## config.mk

```make
export PLATFORM = sky130hd
export DESIGN_NAME = impact_detector_ema_hold
export DESIGN_NICKNAME = d
export VERILOG_FILES = /design/src/rtl/ideh_pkg.sv /design/src/rtl/ideh_regs.sv /design/src/rtl/ideh_ctrl.sv /design/src/rtl/ideh_dpath.sv /design/src/rtl/impact_detector_ema_hold.sv
export VERILOG_INCLUDE_DIRS = /design/src /design/src/rtl
export SDC_FILE = /design/constraint.sdc
export NUM_CORES = 2
export LEC_CHECK = 0
export BUFFER_PORTS_ARGS = -buffer_cell sky130_fd_sc_hd__buf_2
export CORE_ASPECT_RATIO = 1.4
export CORE_MARGIN = 3
export CORE_UTILIZATION = 35
export DETAILED_ROUTE_END_ITERATION = 7
export PLACE_DENSITY = 0.57
export SYNTH_ARGS = -nofsm -noshare
export SYNTH_HDL_FRONTEND = slang
export SYNTH_HIERARCHICAL = 1
export SYNTH_SLANG_ARGS = --single-unit
```

## constraint.sdc

```tcl
create_clock -name clk -period 28.9 [get_ports clk]
set_input_delay 5.78 -clock clk [delete_from_list [all_inputs] [get_ports clk]]
set_output_delay 5.78 -clock clk [all_outputs]
set_load 0.005 [all_outputs]
```

## src/rtl/impact_detector_ema_hold_macros.svh

```systemverilog
// Assertion macros used by the impact detector datapath
`ifndef IMPACT_DETECTOR_EMA_HOLD_MACROS_SVH
`define IMPACT_DETECTOR_EMA_HOLD_MACROS_SVH

// Same-cycle implication, checked on every rising clk edge outside reset
`define IDEH_ASSERT_NOW(lbl, ante, cons, msg) \
  lbl: assert property (@(posedge clk) disable iff (!rst_n) (ante) |-> (cons)) else $error(msg);

// Next-cycle implication, checked on every rising clk edge outside reset
`define IDEH_ASSERT_NEXT(lbl, ante, cons, msg) \
  lbl: assert property (@(posedge clk) disable iff (!rst_n) (ante) |=> (cons)) else $error(msg);

`endif

```

## src/rtl/ideh_pkg.sv

```systemverilog
// Types and constants for the impact detector
package ideh_pkg;

  localparam int SAMPLE_W  = 16;
  localparam int FRAC_W    = 7;
  localparam int ACC_W     = 24;
  localparam int SUM_W     = 32;
  localparam int MAG_W     = 16;
  localparam int ALPHA_W   = 17;
  localparam int THR_W     = 16;
  localparam int HOLD_W    = 16;
  localparam int TIME_W    = 32;
  localparam int DELTA_W   = 17;
  localparam int CNT_W     = 4;
  localparam int ROOT_STEPS = SUM_W / 2;
  localparam int AXES      = 3;

  localparam int IN_DATA_W  = 80;
  localparam int OUT_DATA_W = 56;
  localparam int CFG_ADDR_W = 4;
  localparam int CFG_DATA_W = 32;

  localparam logic [ALPHA_W-1:0] ALPHA_ONE = ALPHA_W'(65536);

  localparam logic [1:0] REG_ALPHA = 2'd0;
  localparam logic [1:0] REG_THR   = 2'd1;
  localparam logic [1:0] REG_HOLD  = 2'd2;

  localparam logic [1:0] AXIS_X = 2'd0;
  localparam logic [1:0] AXIS_Y = 2'd1;
  localparam logic [1:0] AXIS_Z = 2'd2;

  typedef enum logic [2:0] {
    ST_IDLE,
    ST_SQ,
    ST_ROOT,
    ST_MUL,
    ST_UPD
  } ideh_state_t;

  typedef struct packed {
    logic       load;
    logic       sq_en;
    logic [1:0] sq_sel;
    logic       root_en;
    logic       mul_en;
    logic       commit;
  } ideh_cmd_t;

  typedef struct packed {
    logic out_free;
    logic out_valid;
  } ideh_sts_t;

  typedef struct packed {
    logic [ALPHA_W-1:0] alpha;
    logic [THR_W-1:0]   thr;
    logic [HOLD_W-1:0]  hold;
  } ideh_cfg_t;

endpackage

```

## src/rtl/ideh_regs.sv

```systemverilog
// Configuration register file behind the APB-style port
module ideh_regs (
  input  logic                              clk,
  input  logic                              rst_n,
  input  logic                              cfg_psel,
  input  logic                              cfg_penable,
  input  logic                              cfg_pwrite,
  input  logic [ideh_pkg::CFG_ADDR_W-1:0]   cfg_paddr,
  input  logic [ideh_pkg::CFG_DATA_W-1:0]   cfg_pwdata,
  output logic [ideh_pkg::CFG_DATA_W-1:0]   cfg_prdata,
  output logic                              cfg_pready,
  output ideh_pkg::ideh_cfg_t               cfg
);
  import ideh_pkg::*;

  logic [ALPHA_W-1:0] alpha_r;
  logic [THR_W-1:0]   thr_r;
  logic [HOLD_W-1:0]  hold_r;
  logic [1:0]         idx;
  logic               wr;

  assign cfg_pready = 1'b1;
  assign idx        = cfg_paddr[3:2];
  assign wr         = cfg_psel & cfg_penable & cfg_pwrite & cfg_pready;

  always_ff @(posedge clk) begin
    if (!rst_n) begin
      alpha_r <= ALPHA_W'(6554);
      thr_r   <= THR_W'(1920);
      hold_r  <= HOLD_W'(3000);
    end else if (wr) begin
      unique case (idx)
        REG_ALPHA: alpha_r <= cfg_pwdata[ALPHA_W-1:0];
        REG_THR:   thr_r   <= cfg_pwdata[THR_W-1:0];
        REG_HOLD:  hold_r  <= cfg_pwdata[HOLD_W-1:0];
        default: ;
      endcase
    end
  end

  always_comb begin
    unique case (idx)
      REG_ALPHA: cfg_prdata = CFG_DATA_W'(alpha_r);
      REG_THR:   cfg_prdata = CFG_DATA_W'(thr_r);
      REG_HOLD:  cfg_prdata = CFG_DATA_W'(hold_r);
      default:   cfg_prdata = '0;
    endcase
  end

  assign cfg.alpha = alpha_r;
  assign cfg.thr   = thr_r;
  assign cfg.hold  = hold_r;

endmodule

```

## src/rtl/ideh_ctrl.sv

```systemverilog
// Sequencer: square, root, EMA multiply and commit phases
module ideh_ctrl (
  input  logic                 clk,
  input  logic                 rst_n,
  input  logic                 in_tvalid,
  output logic                 in_tready,
  input  ideh_pkg::ideh_sts_t  sts,
  output ideh_pkg::ideh_cmd_t  cmd
);
  import ideh_pkg::*;

  ideh_state_t       state_r, state_nxt;
  logic [CNT_W-1:0]  cnt_r, cnt_nxt;

  always_ff @(posedge clk) begin
    if (!rst_n) begin
      state_r <= ST_IDLE;
      cnt_r   <= '0;
    end else begin
      state_r <= state_nxt;
      cnt_r   <= cnt_nxt;
    end
  end

  always_comb begin
    state_nxt = state_r;
    cnt_nxt   = cnt_r;
    unique case (state_r)
      ST_IDLE: begin
        cnt_nxt = '0;
        if (in_tvalid) state_nxt = ST_SQ;
      end
      ST_SQ: begin
        if (cnt_r == CNT_W'(AXES - 1)) begin
          state_nxt = ST_ROOT;
          cnt_nxt   = '0;
        end else begin
          cnt_nxt = cnt_r + 1'b1;
        end
      end
      ST_ROOT: begin
        cnt_nxt = cnt_r + 1'b1;
        if (cnt_r == CNT_W'(ROOT_STEPS - 1)) state_nxt = ST_MUL;
      end
      ST_MUL: state_nxt = ST_UPD;
      ST_UPD: begin
        if (sts.out_free) state_nxt = ST_IDLE;
      end
      default: state_nxt = ST_IDLE;
    endcase
  end

  always_comb begin
    cmd       = '0;
    in_tready = 1'b0;
    unique case (state_r)
      ST_IDLE: begin
        in_tready = 1'b1;
        cmd.load  = in_tvalid;
      end
      ST_SQ: begin
        cmd.sq_en  = 1'b1;
        cmd.sq_sel = cnt_r[1:0];
      end
      ST_ROOT: cmd.root_en = 1'b1;
      ST_MUL:  cmd.mul_en  = 1'b1;
      ST_UPD:  cmd.commit  = sts.out_free;
      default: ;
    endcase
  end

endmodule

```

## src/rtl/ideh_dpath.sv

```systemverilog
// Datapath: sum of squares, bit-serial root, EMA update, alarm, result register
`include "impact_detector_ema_hold_macros.svh"
module ideh_dpath (
  input  logic                               clk,
  input  logic                               rst_n,
  input  ideh_pkg::ideh_cmd_t                cmd,
  output ideh_pkg::ideh_sts_t                sts,
  input  ideh_pkg::ideh_cfg_t                cfg,
  input  logic [ideh_pkg::IN_DATA_W-1:0]     in_tdata,
  output logic                               out_tvalid,
  input  logic                               out_tready,
  output logic [ideh_pkg::OUT_DATA_W-1:0]    out_tdata
);
  import ideh_pkg::*;

  logic signed [SAMPLE_W-1:0] x_r, y_r, z_r;
  logic [TIME_W-1:0]          now_r;

  logic [SUM_W-1:0]           n_r, n_nxt;
  logic [SUM_W-1:0]           res_r, res_nxt;
  logic [SUM_W-1:0]           bit_r, bit_nxt;

  logic [ACC_W-1:0]           base_r;
  logic                       alarm_r;
  logic [TIME_W-1:0]          trig_r;

  logic signed [ACC_W+ALPHA_W+1:0] prod_r;

  logic [MAG_W-1:0]           mag_o_r;
  logic [MAG_W-1:0]           base_o_r;
  logic [DELTA_W-1:0]         delta_o_r;
  logic                       alarm_o_r, impact_o_r, release_o_r;
  logic                       out_valid_r;

  logic signed [SAMPLE_W-1:0]   axis;
  logic signed [2*SAMPLE_W-1:0] sq;
  logic [SUM_W:0]               trial;
  logic [MAG_W-1:0]             mag;
  logic signed [ACC_W:0]        magf, diff, fine, thrf;
  logic [ALPHA_W-1:0]           alpha_sat;
  logic signed [ALPHA_W:0]      alpha_s;
  logic [ACC_W-1:0]             base_new;
  logic [ACC_W-FRAC_W-1:0]      base_int;
  logic                         trig, alarm_mid, rel;
  logic [TIME_W-1:0]            trig_mid, elapsed;

  always_comb begin
    unique case (cmd.sq_sel)
      AXIS_X:  axis = x_r;
      AXIS_Y:  axis = y_r;
      default: axis = z_r;
    endcase
  end

  assign sq    = axis * axis;
  assign trial = {1'b0, res_r} + {1'b0, bit_r};

  always_comb begin
    n_nxt   = n_r;
    res_nxt = res_r;
    bit_nxt = bit_r;
    if (cmd.load) begin
      n_nxt   = '0;
      res_nxt = '0;
      bit_nxt = SUM_W'(1) << (SUM_W - 2);
    end else if (cmd.sq_en) begin
      n_nxt = n_r + SUM_W'(unsigned'(sq));
    end else if (cmd.root_en) begin
      bit_nxt = bit_r >> 2;
      if ({1'b0, n_r} >= trial) begin
        n_nxt   = n_r - trial[SUM_W-1:0];
        res_nxt = (res_r >> 1) + bit_r;
      end else begin
        res_nxt = res_r >> 1;
      end
    end
  end

  assign mag       = res_r[MAG_W-1:0];
  assign magf      = signed'({2'b00, mag, FRAC_W'(0)});
  assign diff      = magf - signed'({1'b0, base_r});
  assign alpha_sat = (cfg.alpha > ALPHA_ONE) ? ALPHA_ONE : cfg.alpha;
  assign alpha_s   = signed'({1'b0, alpha_sat});

  // floor(prod / 2^16) is the arithmetic shift
  assign base_new  = base_r + prod_r[ACC_W+15:16];
  assign fine      = magf - signed'({1'b0, base_new});
  assign thrf      = signed'({2'b00, cfg.thr, FRAC_W'(0)});
  assign base_int  = base_new[ACC_W-1:FRAC_W];

  assign trig      = (fine > thrf) && !alarm_r;
  assign alarm_mid = alarm_r | trig;
  assign trig_mid  = trig ? now_r : trig_r;
  assign elapsed   = now_r - trig_mid;
  assign rel       = alarm_mid && (elapsed > TIME_W'(cfg.hold));

  always_ff @(posedge clk) begin
    if (cmd.load) begin
      x_r   <= in_tdata[SAMPLE_W-1:0];
      y_r   <= in_tdata[2*SAMPLE_W-1:SAMPLE_W];
      z_r   <= in_tdata[3*SAMPLE_W-1:2*SAMPLE_W];
      now_r <= in_tdata[3*SAMPLE_W+TIME_W-1:3*SAMPLE_W];
    end
    n_r   <= n_nxt;
    res_r <= res_nxt;
    bit_r <= bit_nxt;
    if (cmd.mul_en) prod_r <= diff * alpha_s;
    if (cmd.commit) begin
      mag_o_r     <= mag;
      base_o_r    <= base_int[MAG_W-1:0];
      delta_o_r   <= DELTA_W'({1'b0, mag} - base_int);
      alarm_o_r   <= alarm_mid & ~rel;
      impact_o_r  <= trig;
      release_o_r <= rel;
    end
  end

  always_ff @(posedge clk) begin
    if (!rst_n) begin
      base_r      <= '0;
      alarm_r     <= 1'b0;
      trig_r      <= '0;
      out_valid_r <= 1'b0;
    end else begin
      if (cmd.commit) begin
        base_r  <= base_new;
        alarm_r <= alarm_mid & ~rel;
        trig_r  <= trig_mid;
      end
      if (cmd.commit) out_valid_r <= 1'b1;
      else if (out_tready) out_valid_r <= 1'b0;
    end
  end

  assign sts.out_free  = ~out_valid_r | out_tready;
  assign sts.out_valid = out_valid_r;
  assign out_tvalid    = out_valid_r;
  assign out_tdata     = {4'b0, release_o_r, impact_o_r, alarm_o_r,
                          delta_o_r, base_o_r, mag_o_r};

  `IDEH_ASSERT_NOW(a_pulse_excl, out_valid_r, !(impact_o_r && release_o_r), "impact and release on one beat")
  `IDEH_ASSERT_NOW(a_impact_on, out_valid_r && impact_o_r, alarm_o_r, "impact beat without alarm")
  `IDEH_ASSERT_NOW(a_release_off, out_valid_r && release_o_r, !alarm_o_r, "release beat with alarm")
  `IDEH_ASSERT_NOW(a_root_narrow, cmd.commit, res_r[SUM_W-1:MAG_W] == '0, "root exceeds magnitude width")
  `IDEH_ASSERT_NEXT(a_commit_valid, cmd.commit, out_valid_r && (alarm_r == alarm_o_r), "result register not loaded")

endmodule

```

## src/rtl/impact_detector_ema_hold.sv

```systemverilog
// Top level of the impact detector with EMA baseline and alarm hold
//
//   port group | dir | beat contents
//   in_        | in  | accel_x, accel_y, accel_z, now_ms
//   out_       | out | magnitude, baseline, delta, alarm_on, impact_pulse, release_pulse
//   cfg_       | in  | alpha_q16 @0x0, impact_threshold @0x4, hold_ms @0x8
//
// Per sample: accept, axis squares on the shared squaring multiplier, the bit-serial
// square root, one EMA multiply, one update/commit; new samples are taken only in idle.
// The result register frees the input side: the next sample is taken while a
// result waits on out_tready; a commit stalls only while that register is full.
// rst_n is synchronous; it clears baseline, alarm, trigger time and output valid.
module impact_detector_ema_hold (
  input  logic                              clk,
  input  logic                              rst_n,
  input  logic                              in_tvalid,
  output logic                              in_tready,
  // accel_x[15:0], accel_y[31:16], accel_z[47:32], now_ms[79:48]
  input  logic [ideh_pkg::IN_DATA_W-1:0]    in_tdata,
  output logic                              out_tvalid,
  input  logic                              out_tready,
  // magnitude[15:0], baseline[31:16], delta[48:32], alarm_on[49],
  // impact_pulse[50], release_pulse[51], zero[55:52]
  output logic [ideh_pkg::OUT_DATA_W-1:0]   out_tdata,
  input  logic                              cfg_psel,
  input  logic                              cfg_penable,
  input  logic                              cfg_pwrite,
  input  logic [ideh_pkg::CFG_ADDR_W-1:0]   cfg_paddr,
  input  logic [ideh_pkg::CFG_DATA_W-1:0]   cfg_pwdata,
  output logic [ideh_pkg::CFG_DATA_W-1:0]   cfg_prdata,
  output logic                              cfg_pready
);
  import ideh_pkg::*;

  ideh_cfg_t cfg;
  ideh_cmd_t cmd;
  ideh_sts_t sts;

  ideh_regs u_regs (
    .clk         (clk),
    .rst_n       (rst_n),
    .cfg_psel    (cfg_psel),
    .cfg_penable (cfg_penable),
    .cfg_pwrite  (cfg_pwrite),
    .cfg_paddr   (cfg_paddr),
    .cfg_pwdata  (cfg_pwdata),
    .cfg_prdata  (cfg_prdata),
    .cfg_pready  (cfg_pready),
    .cfg         (cfg)
  );

  ideh_ctrl u_ctrl (
    .clk       (clk),
    .rst_n     (rst_n),
    .in_tvalid (in_tvalid),
    .in_tready (in_tready),
    .sts       (sts),
    .cmd       (cmd)
  );

  ideh_dpath u_dpath (
    .clk        (clk),
    .rst_n      (rst_n),
    .cmd        (cmd),
    .sts        (sts),
    .cfg        (cfg),
    .in_tdata   (in_tdata),
    .out_tvalid (out_tvalid),
    .out_tready (out_tready),
    .out_tdata  (out_tdata)
  );

endmodule

```

* Word-level counts from Yosys, hierarchy flattened
Index checks and enable logic that the tools add are counted.
** Storage, ports and cells
- Bits in registers :: 366
- Bits of input ports :: 123
- Logic and storage cells :: 99
** Operators by class
- $add $sub $neg :: 10
- Multiply operators :: 2
- Order comparisons :: 4
- Equal/unequal tests :: 13
- Muxes and demuxes :: 23
- Bitwise operators :: 8
- Reduce and logical (&&, ||, !) cells :: 16
** Operators by type and width (count)
- $mux W32 :: 5
- $sub A32 B32 Y32 :: 2
- $pmux W17 S3 :: 1
- $sub A23 B24 Y25 :: 2
- $mul A25 B18 Y40 :: 1
- $add A32 B31 Y33 :: 1
- $ge A32 B33 Y1 :: 1
- $add A31 B31 Y32 :: 1
- $add A32 B32 Y32 :: 1
- $gt A32 B16 Y1 :: 1
- $mul A16 B16 Y32 :: 1
- $pmux W16 S2 :: 1
- $gt A25 B24 Y1 :: 1
- $add A24 B24 Y24 :: 1
- $gt A17 B17 Y1 const B :: 1
- $mux W17 :: 1
- $sub A16 B17 Y17 :: 1
- $mux W3 :: 5
- $pmux W3 S5 :: 1
- $pmux W4 S3 :: 1
- $reduce_and A2 Y1 :: 5
- $mux W1 :: 7
- $eq A3 B2 Y1 const B :: 2
- $ne A2 B1 Y1 const B :: 3
- 19 further kinds :: 29

* Logic depth before layout (Yosys ltp)
- Depth after elaboration :: 10
- Gate-level depth with buffers :: 59

* By module
The synthesis kept the hierarchy.
** Modules (own cells, without submodules)
- ideh_dpath :: times used 1, cells an instance 4741, area an instance 43247.7 µm²
- ideh_regs :: times used 1, cells an instance 268, area an instance 2369.8 µm²
- ideh_ctrl :: times used 1, cells an instance 58, area an instance 488.0 µm²

* Worst setup path after synthesis
No wires, ideal clock.
- Path type :: input to register
- From :: in in_tvalid
- To :: reg u_dpath.n_r[19]
- Arrival time :: 12320 ps
- Data required time :: 28772 ps
- Slack :: 16452 ps
- Cell stages on the path :: 6
- Path through :: nand2b_1 nor3_1 clkbuf_1 clkbuf_1 clkbuf_1 nor2_1
** RTL lines
- from (decl) :: RTL line impact_detector_ema_hold.sv:16 : input logic in_tvalid,
- to (signal assigned) :: RTL line ideh_dpath.sv:104 : n_r <= n_nxt;
- to (decl) :: RTL line ideh_dpath.sv:19 : logic [SUM_W-1:0] n_r, n_nxt;

* Worst setup path after layout
- From :: reg u_dpath.base_r[2]
- To :: reg u_dpath.release_o_r, data pin
** On the way
- Word-level cells in the longest chain between the ends :: 8
** RTL lines
- from (decl) :: RTL line ideh_dpath.sv:23 : logic [ACC_W-1:0] base_r;
- from (signal assigned) :: RTL line ideh_dpath.sv:126 : base_r <= base_new;
- $add A24 B24 Y24 :: RTL line ideh_dpath.sv:86 : assign base_new = base_r + prod_r[ACC_W+15:16];
- net u_dpath.base_new[15] :: RTL line ideh_dpath.sv:42 : logic [ACC_W-1:0] base_new;
- $sub A23 B24 Y25 :: RTL line ideh_dpath.sv:87 : assign fine = magf - signed'({1'b0, base_new});
- $gt A25 B24 Y1 :: RTL line ideh_dpath.sv:91 : assign trig = (fine > thrf) && !alarm_r;
- $logic_and A1 B1 Y1 :: RTL line ideh_dpath.sv:91
- $mux W32 :: RTL line ideh_dpath.sv:93 : assign trig_mid = trig ? now_r : trig_r;
- net u_dpath.trig_mid[0] :: RTL line ideh_dpath.sv:45 : logic [TIME_W-1:0] trig_mid, elapsed;
- $sub A32 B32 Y32 :: RTL line ideh_dpath.sv:94 : assign elapsed = now_r - trig_mid;
- $gt A32 B16 Y1 :: RTL line ideh_dpath.sv:95 : assign rel = alarm_mid && (elapsed > TIME_W'(cfg.hold));
- $logic_and A1 B1 Y1 :: RTL line ideh_dpath.sv:95
- net u_dpath.rel :: RTL line ideh_dpath.sv:44 : logic trig, alarm_mid, rel;
- to (signal assigned) :: RTL line ideh_dpath.sv:114 : release_o_r <= rel;
- to (decl) :: RTL line ideh_dpath.sv:32 : logic alarm_o_r, impact_o_r, release_o_r;
The timed path passes the listed nets, and every way through them passes these cells.
A chain may end at the register's enable or synchronous reset.

==> flow_summary.ini <==
[clocking]
cts.path.max_buffers = 3
numCtsBuffers = 41
clk_pin_slew_worst_paths_ns = 0.07
clock_latency_ns = 0.63
ctsHtreeMaxLevel = 2
clock-sinks = 350
cts_tree = built
hold_buffers = 0
post_cts_buffers = 0
cts_root_buf = clkbuf_16
ctsResizeCount = 0

[drt]
routed_via_density = 5.01
ant_nets = 0
routed_wl_mm = 128
wl_per_cell_um = 18.5
dr.pass1.iters = 6
num_vias = 34700
drc = 0
dr.first_iter.drc_count = 1630

[finish]
area_growth_pct = 9.35
nNetsFinal = 6327
nFillCells = 13200
drive_gt1_frac = 0.0780
final_core_util = 0.388

[synthesis]
synthesis.area_sq_mm = 0.0461
synthCells = 5066
syn_avg_cell_area_sq_um = 9.10
ys.warnings.count = 6

[setup_path]
critPathCaptureType = flip-flop
reg2reg_setup_slack_ns = 15.20
crit_family = compound AO/OA/AOI/OAI gates
critical-path-max-stage-delay_ns = 0.79
cp-start-kind = flip-flop
cpMaxStageDelayCell = nor3_1
path_common_cell = o21ai_0
timing.rr.end = u_dpath/release_o_r
cp_max_fo = 51
cp_num_cells = 50
r2r_start = u_dpath/base_r[2]
worstSetupPathType = flip-flop to flip-flop
cp-endpoint = u_dpath/release_o_r
cp.arrival_ns = 14.08
critPathLaunch = u_dpath/base_r[2]
cp_num_buf_inv = 2
worst-r2r-cell-count = 50
crit_required_ns = 29.28

[floorplan]
rows = 156
start_util = 0.355
die_y_um = 435
core-area_sq_mm = 0.130
pin_count = 214
die_w_um = 313
dieArea_sq_mm = 0.136

[global_route]
grt_pass1_wl_mm = 203
grt_pass1_vias = 36600
grt_max_degree = 142
antenna_found_initial = 7
track_usage = 0.188
overflow = 0

[sta]
hold_viol = 0
worst_slew_pin_slew_ns = 1.26
fmax_mhz = 73.0
rsz0062_at_grt = false
slew_violations = 0
final-setup-viol-count = 0
min_period_ns = 13.70
setup_tns_ns = 0
finClkSkew_ns = 0.0479
slew_headroom = 0.155
timing.final.crit_share = 0.474

[power]
p_per_area_mw_per_mm2 = 101
vdd_drop_max_uv = 162
leakage_uw = 0.0227

[run_status]
status = complete, no violations

[run]
drv_cap = 0

[place]
port_buffers = 176
place_congestion = 0.931
place_hpwl_mm = 106

[hold_path]
min-delay-start = u_dpath/trig_r[30]
min_path_type = flip-flop to flip-flop
[placed cells by master (no fill, tap or decap), drive strengths merged, types with 35 or more instances in the layout]
master and n:
and2 101, a211oi 36, a21oi 186, mux2i 126, nor2 306, xnor2 169
nand3 59, dfxtp 194, fa 666, a21o 47, ha 375, xor2 79
a31oi 44, and3 35, nor2b 71, nand2 657, o21bai 36, o21a 40
clkbuf 44, buf 247, inv 887, edfxtp 156, o21ai 161, nor3 70
[worst min path at each step]
stage                         end  slack (ns)  cells after the start
5_1_grt           u_regs/thr_r[1]        0.49                      2
6_report       u_dpath/trig_r[30]        0.48                      1
3_3_place_gp   u_dpath/trig_r[10]        0.46                      2
3_5_place_dp   u_dpath/trig_r[30]        0.47                      1
2_1_floorplan  u_dpath/trig_r[10]        0.45                      2
4_1_cts        u_dpath/trig_r[15]        0.48                      1
[per-stage QoR]
| stage | cells | hold WS (ns) | worst slack [ns] | total power [uW] | cell area [sq um] |
|---|---|---|---|---|---|
| after CTS | 6933 | 0.484 | 15.27 | 5150 | 50400 |
| after floorplan | 5083 | 0.447 | 16.45 | 3690 | 46200 |
| final | 6935 | 0.480 | 15.20 | 5090 | 50400 |
| after global placement | 6858 | 0.458 | 15.34 | 4490 | 48900 |
| after detailed placement | 6858 | 0.468 | 15.34 | 4510 | 48900 |
| after global routing | 6933 | 0.488 | 14.23 | 5700 | 50400 |
[worst reg2reg max path: cells and delay by family, from the launching register on]
family	cells	cell delay [ns]
buffers and inverters	2	0.72
and+or+nand+nor	10	2.56
xor gates and xnor gates	3	0.55
adders and majority gates	11	3.87
muxes	2	0.71
DFF	1	0.52
AOI/OAI and AO/OA	22	4.51
[metal layers]
layer	global-route usage	up-vias	part of all wire
li1	-	16500	-
met1	0.225	17400	0.40
met2	0.345	696	0.52
met3	0.0153	216	0.033
met4	0.0764	2	0.045
met5	0	-	0.00016
[state kept, by name, indices dropped and copies added, names as in the netlist, 17 cells and up]
| signal | count |
|---|---|
| u_dpath/trig_r | 32 |
| u_dpath/delta_o_r | 17 |
| u_dpath/n_r | 32 |
| u_dpath/res_r | 32 |
| u_dpath/base_r | 24 |
| u_regs/alpha_r | 17 |
| u_dpath/now_r | 32 |
| u_dpath/prod_r | 24 |
[final cells by class]
type | instances | area (sq um) | area share
diodes | 2 | 5.00 | 0.0000993
repair buffers | 247 | 1430 | 0.0283
clock buffers | 44 | 1060 | 0.0210
inverters | 890 | 3340 | 0.0663
flip-flops and latches | 350 | 8570 | 0.170
well taps | 1738 | 2170 | 0.0431
clock inverters | 31 | 439 | 0.00871
multi-input cells | 3633 | 33400 | 0.662
[report_power, final]
| group | internal (uW) | switching, uW |
|---|---|---|
| combinational | 1750 | 2180 |
| clock | 329 | 246 |
| sequential | 555 | 29.2 |
Note: power is estimated with default switching activity, not from simulation.
